==> src/rtl/core/gws_pkg.sv <==
// ----------------------------------------------------------------------------
// gws_pkg
// Shared types, letter codes and the progress step of the word matcher.
// ----------------------------------------------------------------------------
package gws_pkg;

    typedef logic [2:0] prog_t;
    typedef logic [7:0] char_t;

    localparam prog_t WORD_LEN    = 3'd5;
    localparam char_t CH_S        = 8'h73;
    localparam char_t CH_P        = 8'h70;
    localparam char_t CH_O        = 8'h6F;
    localparam char_t CH_N        = 8'h6E;
    localparam char_t CASE_OFFSET = 8'h20;

    // lower-case letter, or its upper-case form
    function automatic logic letter_is(input char_t ch, input char_t lower);
        return (ch == lower) || (ch == (lower - CASE_OFFSET));
    endfunction

    // new match count after one more character
    function automatic prog_t advance(input prog_t prog, input char_t ch);
        logic hit;
        case (prog)
            3'd0: hit = letter_is(ch, CH_S);
            3'd1: hit = letter_is(ch, CH_P);
            3'd2: hit = letter_is(ch, CH_O);
            3'd3: hit = letter_is(ch, CH_O);
            3'd4: hit = letter_is(ch, CH_N);
            default: hit = 1'b0;
        endcase
        if (hit) begin
            return prog + 3'd1;
        end
        return letter_is(ch, CH_S) ? 3'd1 : 3'd0;
    endfunction

endpackage

==> src/rtl/core/grid_word_search.sv <==
// ----------------------------------------------------------------------------
// grid_word_search
// Streaming search for "spoon" (any case) along rows and columns of a grid.
// ----------------------------------------------------------------------------
//  channel | ports                               | direction
//  --------+-------------------------------------+----------
//  input   | s_valid s_ready s_char_code         | in
//          | s_last_of_grid                      |
//  result  | m_valid m_ready m_word_found        | out
//  config  | cfg_valid cfg_ready cfg_data        | in
//
//  One character per cycle while s_ready is high. Column progress sits in
//  a RAM with a registered read: read on accept, updated and written back
//  in the next cycle, with a bypass for a column hit again on the next
//  cycle (row length of one). m_valid rises once the last character's flag
//  has passed stage 1 into a two-entry result queue that absorbs stalls;
//  s_ready drops when queued and pending results fill both entries with no
//  pop. Reset is synchronous; the column RAM needs no clearing.
// ----------------------------------------------------------------------------
module grid_word_search #(
    parameter int MAX_COLS = 128
) (
    input  logic       aclk,
    input  logic       aresetn,

    input  logic       s_valid,
    output logic       s_ready,
    input  logic [7:0] s_char_code,
    input  logic       s_last_of_grid,

    output logic       m_valid,
    input  logic       m_ready,
    output logic       m_word_found,

    input  logic       cfg_valid,
    output logic       cfg_ready,
    input  logic [7:0] cfg_data
);

    localparam int CW   = $clog2(MAX_COLS);
    localparam int CMPW = (CW + 1 > 8) ? CW + 1 : 8;

    // ---------------- configuration ----------------
    logic [7:0] row_length_reg;

    assign cfg_ready = 1'b1;

    always_ff @(posedge aclk) begin
        if (!aresetn) begin
            row_length_reg <= 8'd128;
        end else if (cfg_valid) begin
            row_length_reg <= cfg_data;
        end
    end

    logic [CMPW-1:0] len_raw;
    logic [CMPW-1:0] len_eff;

    always_comb begin
        len_raw = CMPW'(row_length_reg);
        if (len_raw == '0) begin
            len_eff = CMPW'(1);
        end else if (len_raw > CMPW'(MAX_COLS)) begin
            len_eff = CMPW'(MAX_COLS);
        end else begin
            len_eff = len_raw;
        end
    end

    // ---------------- stage 0: row progress, column address ----------------
    logic           s_xfer;
    logic [CW-1:0]  col_reg,   col_next;
    gws_pkg::prog_t rp_reg,    rp_next;
    logic           first_reg, first_next;

    logic [CW-1:0]  col_cur;
    gws_pkg::prog_t rp_cur;
    gws_pkg::prog_t rp_new;
    logic           first_cur;
    logic [CMPW-1:0] col_inc;
    logic           wrap;

    assign s_xfer = s_valid && s_ready;

    always_comb begin
        // a shorter row length set mid-row starts a new row here
        wrap      = CMPW'(col_reg) >= len_eff;
        col_cur   = wrap ? '0 : col_reg;
        rp_cur    = wrap ? '0 : rp_reg;
        first_cur = wrap ? 1'b0 : first_reg;

        rp_new  = gws_pkg::advance(rp_cur, s_char_code);
        col_inc = CMPW'(col_cur) + CMPW'(1);

        if (col_inc >= len_eff) begin
            col_next   = '0;
            rp_next    = '0;
            first_next = 1'b0;
        end else begin
            col_next   = col_inc[CW-1:0];
            rp_next    = rp_new;
            first_next = first_cur;
        end
        if (s_last_of_grid) begin
            col_next   = '0;
            rp_next    = '0;
            first_next = 1'b1;
        end
    end

    always_ff @(posedge aclk) begin
        if (!aresetn) begin
            col_reg   <= '0;
            rp_reg    <= '0;
            first_reg <= 1'b1;
        end else if (s_xfer) begin
            col_reg   <= col_next;
            rp_reg    <= rp_next;
            first_reg <= first_next;
        end
    end

    // ---------------- stage 1: column update ----------------
    logic           s1_valid_reg;
    logic [CW-1:0]  s1_col_reg;
    logic [7:0]     s1_ch_reg;
    logic           s1_first_reg;
    logic           s1_row_hit_reg;
    logic           s1_last_reg;

    always_ff @(posedge aclk) begin
        if (!aresetn) begin
            s1_valid_reg <= 1'b0;
        end else begin
            s1_valid_reg <= s_xfer;
        end
    end

    always_ff @(posedge aclk) begin
        if (s_xfer) begin
            s1_col_reg     <= col_cur;
            s1_ch_reg      <= s_char_code;
            s1_first_reg   <= first_cur;
            s1_row_hit_reg <= (rp_new == gws_pkg::WORD_LEN);
            s1_last_reg    <= s_last_of_grid;
        end
    end

    gws_pkg::prog_t ram_rd_data;
    gws_pkg::prog_t vert;
    gws_pkg::prog_t prev_prog;

    gws_col_ram #(
        .DEPTH (MAX_COLS)
    ) u_col_ram (
        .aclk    (aclk),
        .rd_en   (s_xfer),
        .rd_addr (col_cur),
        .rd_data (ram_rd_data),
        .wr_en   (s1_valid_reg),
        .wr_addr (s1_col_reg),
        .wr_data (vert)
    );

    // last write, kept for the read that raced it
    logic           wr_valid_reg;
    logic [CW-1:0]  wr_col_reg;
    gws_pkg::prog_t wr_prog_reg;

    always_ff @(posedge aclk) begin
        if (!aresetn) begin
            wr_valid_reg <= 1'b0;
        end else begin
            wr_valid_reg <= s1_valid_reg;
        end
    end

    always_ff @(posedge aclk) begin
        if (s1_valid_reg) begin
            wr_col_reg  <= s1_col_reg;
            wr_prog_reg <= vert;
        end
    end

    always_comb begin
        if (s1_first_reg) begin
            prev_prog = '0;
        end else if (wr_valid_reg && (wr_col_reg == s1_col_reg)) begin
            prev_prog = wr_prog_reg;
        end else begin
            prev_prog = ram_rd_data;
        end
        vert = gws_pkg::advance(prev_prog, s1_ch_reg);
    end

    logic seen_reg, seen_next;
    logic found;
    logic push;

    assign found = seen_reg || s1_row_hit_reg || (vert == gws_pkg::WORD_LEN);
    assign push  = s1_valid_reg && s1_last_reg;

    always_comb begin
        seen_next = seen_reg;
        if (s1_valid_reg) begin
            seen_next = s1_last_reg ? 1'b0 : found;
        end
    end

    always_ff @(posedge aclk) begin
        if (!aresetn) begin
            seen_reg <= 1'b0;
        end else begin
            seen_reg <= seen_next;
        end
    end

    // ---------------- result queue, two entries ----------------
    logic [1:0] q_cnt_reg;
    logic       q0_reg;
    logic       q1_reg;
    logic       pop;
    logic [1:0] slots;

    assign m_valid      = (q_cnt_reg != 2'd0);
    assign m_word_found = q0_reg;
    assign pop          = m_valid && m_ready;
    assign slots        = q_cnt_reg + {1'b0, push};
    assign s_ready      = (slots < 2'd2) || pop;

    always_ff @(posedge aclk) begin
        if (!aresetn) begin
            q_cnt_reg <= 2'd0;
        end else begin
            case ({push, pop})
                2'b10:   q_cnt_reg <= q_cnt_reg + 2'd1;
                2'b01:   q_cnt_reg <= q_cnt_reg - 2'd1;
                default: q_cnt_reg <= q_cnt_reg;
            endcase
        end
    end

    always_ff @(posedge aclk) begin
        case ({push, pop})
            2'b11: begin
                if (q_cnt_reg == 2'd1) begin
                    q0_reg <= found;
                end else begin
                    q0_reg <= q1_reg;
                    q1_reg <= found;
                end
            end
            2'b10: begin
                if (q_cnt_reg == 2'd0) begin
                    q0_reg <= found;
                end else begin
                    q1_reg <= found;
                end
            end
            2'b01: begin
                q0_reg <= q1_reg;
            end
            default: begin
                q0_reg <= q0_reg;
            end
        endcase
    end

endmodule

==> src/rtl/core/gws_col_ram.sv <==
// ----------------------------------------------------------------------------
// gws_col_ram
// Per-column match progress, one entry per column, registered read port.
// ----------------------------------------------------------------------------
module gws_col_ram #(
    parameter int DEPTH = 128
) (
    input  logic                      aclk,
    input  logic                      rd_en,
    input  logic [$clog2(DEPTH)-1:0]  rd_addr,
    output gws_pkg::prog_t            rd_data,
    input  logic                      wr_en,
    input  logic [$clog2(DEPTH)-1:0]  wr_addr,
    input  gws_pkg::prog_t            wr_data
);

    gws_pkg::prog_t mem [DEPTH];
    gws_pkg::prog_t rd_data_reg;

    always_ff @(posedge aclk) begin
        if (wr_en) begin
            mem[wr_addr] <= wr_data;
        end
    end

    always_ff @(posedge aclk) begin
        if (rd_en) begin
            rd_data_reg <= mem[rd_addr];
        end
    end

    assign rd_data = rd_data_reg;

endmodule

==> config.mk <==
export PLATFORM = sky130hd
export DESIGN_NAME = grid_word_search
export DESIGN_NICKNAME = d
export VERILOG_FILES = /design/src/rtl/core/gws_pkg.sv /design/src/rtl/core/grid_word_search.sv /design/src/rtl/core/gws_col_ram.sv
export SDC_FILE = /design/constraint.sdc
export NUM_CORES = 1
export LEC_CHECK = 0
export BUFFER_PORTS_ARGS = -buffer_cell sky130_fd_sc_hd__buf_4
export CAP_MARGIN = 0
export CORE_MARGIN = 1.5
export CORE_UTILIZATION = 25
export CTS_BUF_LIST = sky130_fd_sc_hd__clkbuf_8
export DETAILED_ROUTE_END_ITERATION = 7
export MAX_ROUTING_LAYER = met4
export PLACE_DENSITY = 0.38
export SLEW_MARGIN = 20
export SYNTH_ARGS = -nofsm -noshare
export SYNTH_HDL_FRONTEND = slang
export SYNTH_SLANG_ARGS = --single-unit
export TNS_END_PERCENT = 1
==> constraint.sdc <==
create_clock -name aclk -period 10.7 [get_ports aclk]
set_input_delay 0.535 -clock aclk [delete_from_list [all_inputs] [get_ports aclk]]
set_output_delay 0.535 -clock aclk [all_outputs]
set_load 0.05 [all_outputs]
==> impl_metrics.py, run 1 <==
metrics = {
    "placement": {
        "portBuffers": 23,
        "gp_congestion": 0.7886,
        "post-dp-hpwl_um": 36830,
        "place_area_um2": 20730,
    },
    "floorplanning": {
        "ios": 26,
        "core_um2": 76330,
        "die_h_um": 281.3,
        "rows": 101,
        "die_area_um2": 79130,
        "start_util_pct": 25.37,
        "die_w_um": 281.3,
    },
    "synthesis": {
        "ys_types": 88,
        "ys.flop_type": "edfxtp_1",
        "synth_top_area_share_pct": 64.52,
        "syn-cell-area_um2": 19360,
        "syn-num-nets": 1399,
        "synthArstFlopShare_pct": 0,
        "yosysTopAreaCell": "edfxtp_1",
        "seq_area_frac_synth_pct": 67.00,
        "synthesis.instances": 1346,
        "syn-mean-instance-area_um2": 14.39,
        "synth_area_leaders": "edfxtp_1, mux4_2, nor2_1",
        "synth_most_common_cell": "edfxtp_1",
        "ys_seq_elements": 440,
        "synth_edf_count": 416,
        "synth_common_cells": "edfxtp_1, nor2_1, mux2i_1",
        "yosysWarnings": 0,
    },
    "finish": {
        "multi_input_area_um2": 5866,
        "largest_reg_flops": 384,
        "nNetsFinal": 1459,
        "top_register": "u_col_ram.mem",
        "areaGrowthSynthToFinish_pct": 14.93,
        "seqCellArea_um2": 12980,
        "drive_gt1_share_pct": 17.03,
        "finalInstanceArea_um2": 22250,
        "num-fill-cells": 7809,
    },
    "clock_tree": {
        "cts_made_buffers": 82,
        "cts_tree": "built",
        "clk_pin_slew_ns": 0.05,
        "h-tree-depth": 3,
        "clock-sinks": 440,
        "clockBufferDepth": 3,
        "ctsResizeCount": 0,
        "root_buffer": "clkbuf_8",
        "worstSkewPairLatency_ns": 0.68,
    },
    "detailed_routing": {
        "wire_per_inst_um": 23.59,
        "drt-initial-drc-count": 886,
        "vias": 11850,
        "drtPass1Iterations": 5,
        "wl_um": 59090,
        "drc": 0,
        "ant_nets": 0,
        "vias_per_cell": 4.732,
    },
    "worst_setup_path": {
        "startpoint": "s1_col_reg[0]",
        "r2r-start": "s1_col_reg[0]",
        "cp-end-kind": "register",
        "rrSetupSlack_ns": 5.29,
        "worst_r2r_endpoint": "u_col_ram.mem[35][0]",
        "worstPathRequired_ns": 11.07,
        "cp.arrival_ns": 5.78,
        "rr_worst_depth": 14,
        "worstPathMaxFanout": 71,
        "critical_path_class": "reg -> reg",
        "cp-start-kind": "register",
    },
    "status": {
        "outcome": "completed",
    },
    "pwr": {
        "peakVddDrop_uv": 81.15,
        "power_density_nw_per_um2": 178.3,
        "leakagePower_nw": 7.124,
        "power.total_w": 0.003968,
    },
    "worst_hold_path": {
        "worstHoldEndpoint": "s1_ch_reg[2]",
        "worstHoldStart": "s_char_code[2]",
        "hold_path_class": "in -> reg",
        "holdPathStages": 1,
    },
    "global_routing": {
        "grt_pass1_wl_um": 86500,
        "grt.overflow.total": 0,
        "grt_use_total_pct": 15.63,
        "antenna_found_initial": 1,
        "grt_max_degree": 77,
        "grt_pass1_vias": 12410,
    },
    "sta": {
        "slew_violations": 0,
        "tns_ns": 0,
        "setup_viol": 0,
        "fin_crit_sh_pct": 50.58,
        "fmax_mhz": 184.8,
        "hold_viol": 0,
        "fin_skew_ns": 0.03196,
        "worst_pin_slew_ns": 1.068,
        "fin_crit_ns": 5.413,
        "rsz0062_at_grt": "false",
        "relSlewSlack_pct": 28.53,
    },
    "flow_run": {
        "maxCapViolCount": 0,
    },
}
## stage by stage
step	hold slack (ns)	setup WS [ns]	util, %	instances
final	0.07952	5.287	29.15	2505
after global routing	0.01716	4.670	29.15	2505
after CTS	0.01043	5.206	29.15	2504
after detailed placement	0.4438	5.232	27.16	2350
after global placement	0.4397	5.305	27.16	2350
after floorplan	0.4244	2.241	-	1346
## worst max-delay path by stage
stage               depth (start not counted)                   end  slack [ns]
floorplan                                  14   u_col_ram.mem[0][0]        2.24
global placement                           14  u_col_ram.mem[27][0]        5.30
detailed placement                         14  u_col_ram.mem[27][0]        5.23
CTS                                        14  u_col_ram.mem[64][0]        5.21
global route                               14  u_col_ram.mem[35][0]        4.67
finish                                     14  u_col_ram.mem[35][0]        5.29
## worst max-delay path: stages, from the launching register on
cell and delay, ns:
edfxtp_1 0.83, xnor2_1 0.21, and4_1 0.28, nand3_1 0.09, a21oi_1 0.46, inv_1 0.14, ha_1 0.25, mux2i_1 0.13
nor2_1 0.06, a211oi_1 0.45, a21o_1 0.26, or3b_2 0.50, o21ai_4 0.07, buf_4 0.64, buf_4 0.64
## layer usage
metal	global-route usage [%]	share of wire [%]	vias up	routed length, µm
li1	-	-	5380	-
met1	20.60	47	6089	27560
met2	24.44	47	284	27520
met3	2.885	4.3	101	2513
met4	4.701	2.5	0	1496
met5	-	0	-	0
## what timing repair did
| item | 4_1_cts | 5_1_grt |
|---|---|---|
| setup buffers | 0 | 0 |
| hold buffers | 2 | 0 |
| hold endpoints to repair | 2 | 0 |
| setup endpoints to repair | 0 | 0 |
## cells by family (layout without fill, tap and decap cells)
family	count (synthesis)	count (layout)	share of synthesized area, %
xor+xnor	15	15	0.6785
other cells	1	2	0.01937
compound gates	256	256	10.31
buf+inv	127	255	2.921
mux	120	120	8.601
flops	440	440	67.00
simple gates	356	356	8.465
fa+ha+maj	31	31	2.003
## cells in the final DEF, fill, tap and decap left out, types with 9 or more instances in the layout
cell type,n
mux4_2,35
nor2_1,170
xnor2_1,13
clkbuf_8,85
inv_1,62
and2_1,12
dfxtp_1,21
nor3_1,10
o221ai_1,16
o21ai_0,33
and3_1,9
ha_1,31
nand2b_1,9
edfxtp_1,416
buf_4,56
mux2i_1,64
o22ai_1,11
a211oi_1,22
clkinv_1,31
nor2b_1,15
nand4_1,11
o211ai_1,11
mux2_2,21
nand3_1,27
nand2_1,60
a31oi_1,13
a21oi_1,40
## area by class of cell
type                            instances  share of cell area, %
Multi-Input combinational cell        779                  26.36
Antenna cell                            1                0.01125
Tap cell                             1030                  5.791
Inverter                               45                 0.7703
Clock buffer                           85                  5.257
Clock inverter                         67                  1.496
Sequential cell                       440                  58.34
Timing Repair Buffer                   58                  1.979
## power by group
part	total, W	switching (W)	internal (W)
clock network	0.00152	0.000747	0.000768
registers	0.00201	0.0000465	0.00196
logic	0.000442	0.000318	0.000124
total	0.00397	0.00111	0.00286
(Power assumes the default switching activity.)
==> inputs of run 2 (changes only) <==
PLACE_DENSITY = 0.39   (was 0.38)
clock period = 4.5 ns   (was 10.7 ns; I/O delays follow)
==> run 2 against run 1 <==
Compared with the run above:
- global-route usage fell by 0.064 points
- critical path type unchanged
- worst hold slack improved by 0.0020 ns
- sequential power rose by 130%
- first-iteration DRC count rose by 1.7%
- largest cell class unchanged
- total power rose by 130%
- combinational power rose to 2.7 times the previous value
- clock power rose by 110%
- largest power group unchanged
==> impl_metrics.py, run 2 (same netlist as run 1, synthesis figures left out) <==
metrics = {
    "status": {
        "outcome": "completed",
    },
    "finish": {
        "num-fill-cells": 7779,
        "seqCellArea_um2": 12980,
        "drive_gt1_share_pct": 18.38,
        "areaGrowthSynthToFinish_pct": 17.24,
        "instances_no_fill": 2550,
        "nNetsFinal": 1513,
        "layout_common_cells": "edfxtp_1, nor2_1, buf_4",
        "largest_reg_flops": 384,
        "finalInstanceArea_um2": 22700,
        "top_register": "u_col_ram.mem",
        "multi_input_area_um2": 5869,
        "final_common_cell": "edfxtp_1",
    },
    "sta": {
        "slew_violations": 0,
        "whs_ns": 0.08153,
        "fin_crit_sh_pct": 93.29,
        "fin_crit_ns": 4.198,
        "rsz0062_at_grt": "false",
        "relSlewSlack_pct": 27.01,
        "worst_pin_slew_ns": 1.092,
        "fmax_mhz": 238.2,
        "timing.final.ws_setup_ns": 0.3022,
        "setup_viol": 0,
        "hold_viol": 0,
        "fin_skew_ns": 0.03498,
    },
    "placement": {
        "post-dp-hpwl_um": 37010,
        "place_ws_ns": 0.1310,
        "placedCellCount": 2384,
        "portBuffers": 23,
        "place_area_um2": 21100,
        "gp_congestion": 0.7917,
    },
    "detailed_routing": {
        "wire_per_inst_um": 23.13,
        "vias_per_cell": 4.683,
        "drt-initial-drc-count": 901,
        "wl_um": 58970,
        "drc": 0,
        "ant_nets": 0,
        "drtPass1Iterations": 5,
        "vias": 11940,
    },
    "clock_tree": {
        "clk_pin_slew_ns": 0.06,
        "clockBufferDepth": 3,
        "cts_made_buffers": 76,
        "worstSkewPairLatency_ns": 0.67,
        "h-tree-depth": 3,
        "cts_tree": "built",
        "root_buffer": "clkbuf_8",
        "clock-sinks": 440,
    },
    "worst_setup_path": {
        "critical_path.slowest_cell": "or4_1",
        "cp.arrival_ns": 4.78,
        "crit_buf_inv": 4,
        "critPathTopFamily": "simple AND/OR/NAND/NOR gates",
        "worstPathCellList": "inv_2 > nand2_1 > ha_2 > nand4_1 > nand2b_1 > buf_4 > o211ai_4 > inv_2 > and3_1 > xnor2_1 > inv_1 > ha_1 > and3_1 > a21oi_1 > o21ai_0 > o31a_2 > or4_1 > a21oi_1",
        "cp-end-kind": "register",
        "worstPathRequired_ns": 5.08,
        "critical_path_class": "reg -> reg",
        "worstPathMaxFanout": 14,
        "cp-start-kind": "register",
        "cp_slowest_stage_delay_ns": 0.49,
    },
    "global_routing": {
        "grt_pass1_vias": 12480,
        "grt_use_total_pct": 15.57,
        "antenna_found_initial": 1,
        "grt_pass1_wl_um": 86550,
        "grt_max_degree": 118,
        "grt.overflow.total": 0,
    },
    "floorplanning": {
        "rows": 101,
        "die_h_um": 281.3,
        "ios": 26,
        "die_w_um": 281.3,
        "core_um2": 76330,
        "start_util_pct": 25.37,
        "die_area_um2": 79130,
    },
    "pwr": {
        "peakVddDrop_uv": 152.0,
        "power_density_nw_per_um2": 403.8,
        "leakagePower_nw": 7.342,
        "p_switching_w": 0.002555,
        "p_int_w": 0.006612,
        "p_comb_share_pct": 13.1,
        "switching_share_pct": 27.88,
        "clockPowerShare_pct": 35.5,
        "seqPwrFrac_pct": 51.5,
    },
    "worst_hold_path": {
        "hold_path_class": "in -> reg",
    },
    "flow_run": {
        "maxCapViolCount": 0,
    },
}
run 2: cell types whose count changed in the layout (fill, tap and decap cells not counted), sizes merged, moves of 5 or more:
cell / before / now
buf: 56 / 92
dlygate4sd3: 2 / 26
clkbuf: 85 / 76
inv: 69 / 74
clkinv: 40 / 28
run 2: power by group through the flow:
stage	sequential, W	combinational, W	clock, W
2_1_floorplan	0.00481	0.000674	0
3_3_place_gp	0.00480	0.00119	0
3_5_place_dp	0.00480	0.00119	0
4_1_cts	0.00472	0.00122	0.00337
5_1_grt	0.00472	0.00130	0.00354
6_report	0.00472	0.00120	0.00325
run 2: per-layer routing:
metal	routed length, µm	part of all wire, %	vias to the layer above	global-route usage, %
met5	0	0	-	-
met4	1424	2.4	0	4.673
met3	2511	4.3	100	2.984
met2	27480	47	258	24.08
met1	27560	47	6100	20.66
li1	-	-	5483	-
run 2: area by class of cell:
type | count | area share, %
Timing Repair Buffer | 118 | 4.757
Sequential cell | 440 | 57.18
Inverter | 45 | 0.7551
Multi-Input combinational cell | 779 | 25.86
Tap cell | 1030 | 5.677
Antenna cell | 2 | 0.02205
Clock buffer | 76 | 4.608
Clock inverter | 60 | 1.141
run 2: per-stage QoR:
stage	util (%)	setup TNS, ns	total power, W
after floorplan	-	-59.04	0.005486
after global placement	27.64	0	0.005987
after detailed placement	27.64	0	0.005992
after CTS	29.69	0	0.009308
after global routing	29.74	0	0.009572
final	29.74	0	0.009167
run 2: what timing repair did:
item                       in CTS  in global routing
setup endpoints to repair       0                  6
setup buffers                   0                  2
gates resized for setup         0                  6
hold endpoints to repair       24                  0
hold buffers                   26                  0
run 2: worst paths after layout:
path	start	to	slack (ns)	cells after the start
max	len_raw[7]	rp_reg[2]	0.30	18
min	s_valid	s1_valid_reg	0.08	3
max reg2reg	len_raw[7]	rp_reg[2]	0.30	18
min reg2reg	rp_reg[1]	rp_reg[1]	0.46	2
run 2: worst reg2reg max path, stage by stage, from the launching register on:
cell,delay [ns]
dfxtp_1,0.32
inv_2,0.13
nand2_1,0.10
ha_2,0.41
nand4_1,0.12
nand2b_1,0.28
buf_4,0.27
o211ai_4,0.19
inv_2,0.09
and3_1,0.18
xnor2_1,0.21
inv_1,0.08
ha_1,0.31
and3_1,0.15
a21oi_1,0.11
o21ai_0,0.11
o31a_2,0.40
or4_1,0.49
a21oi_1,0.15
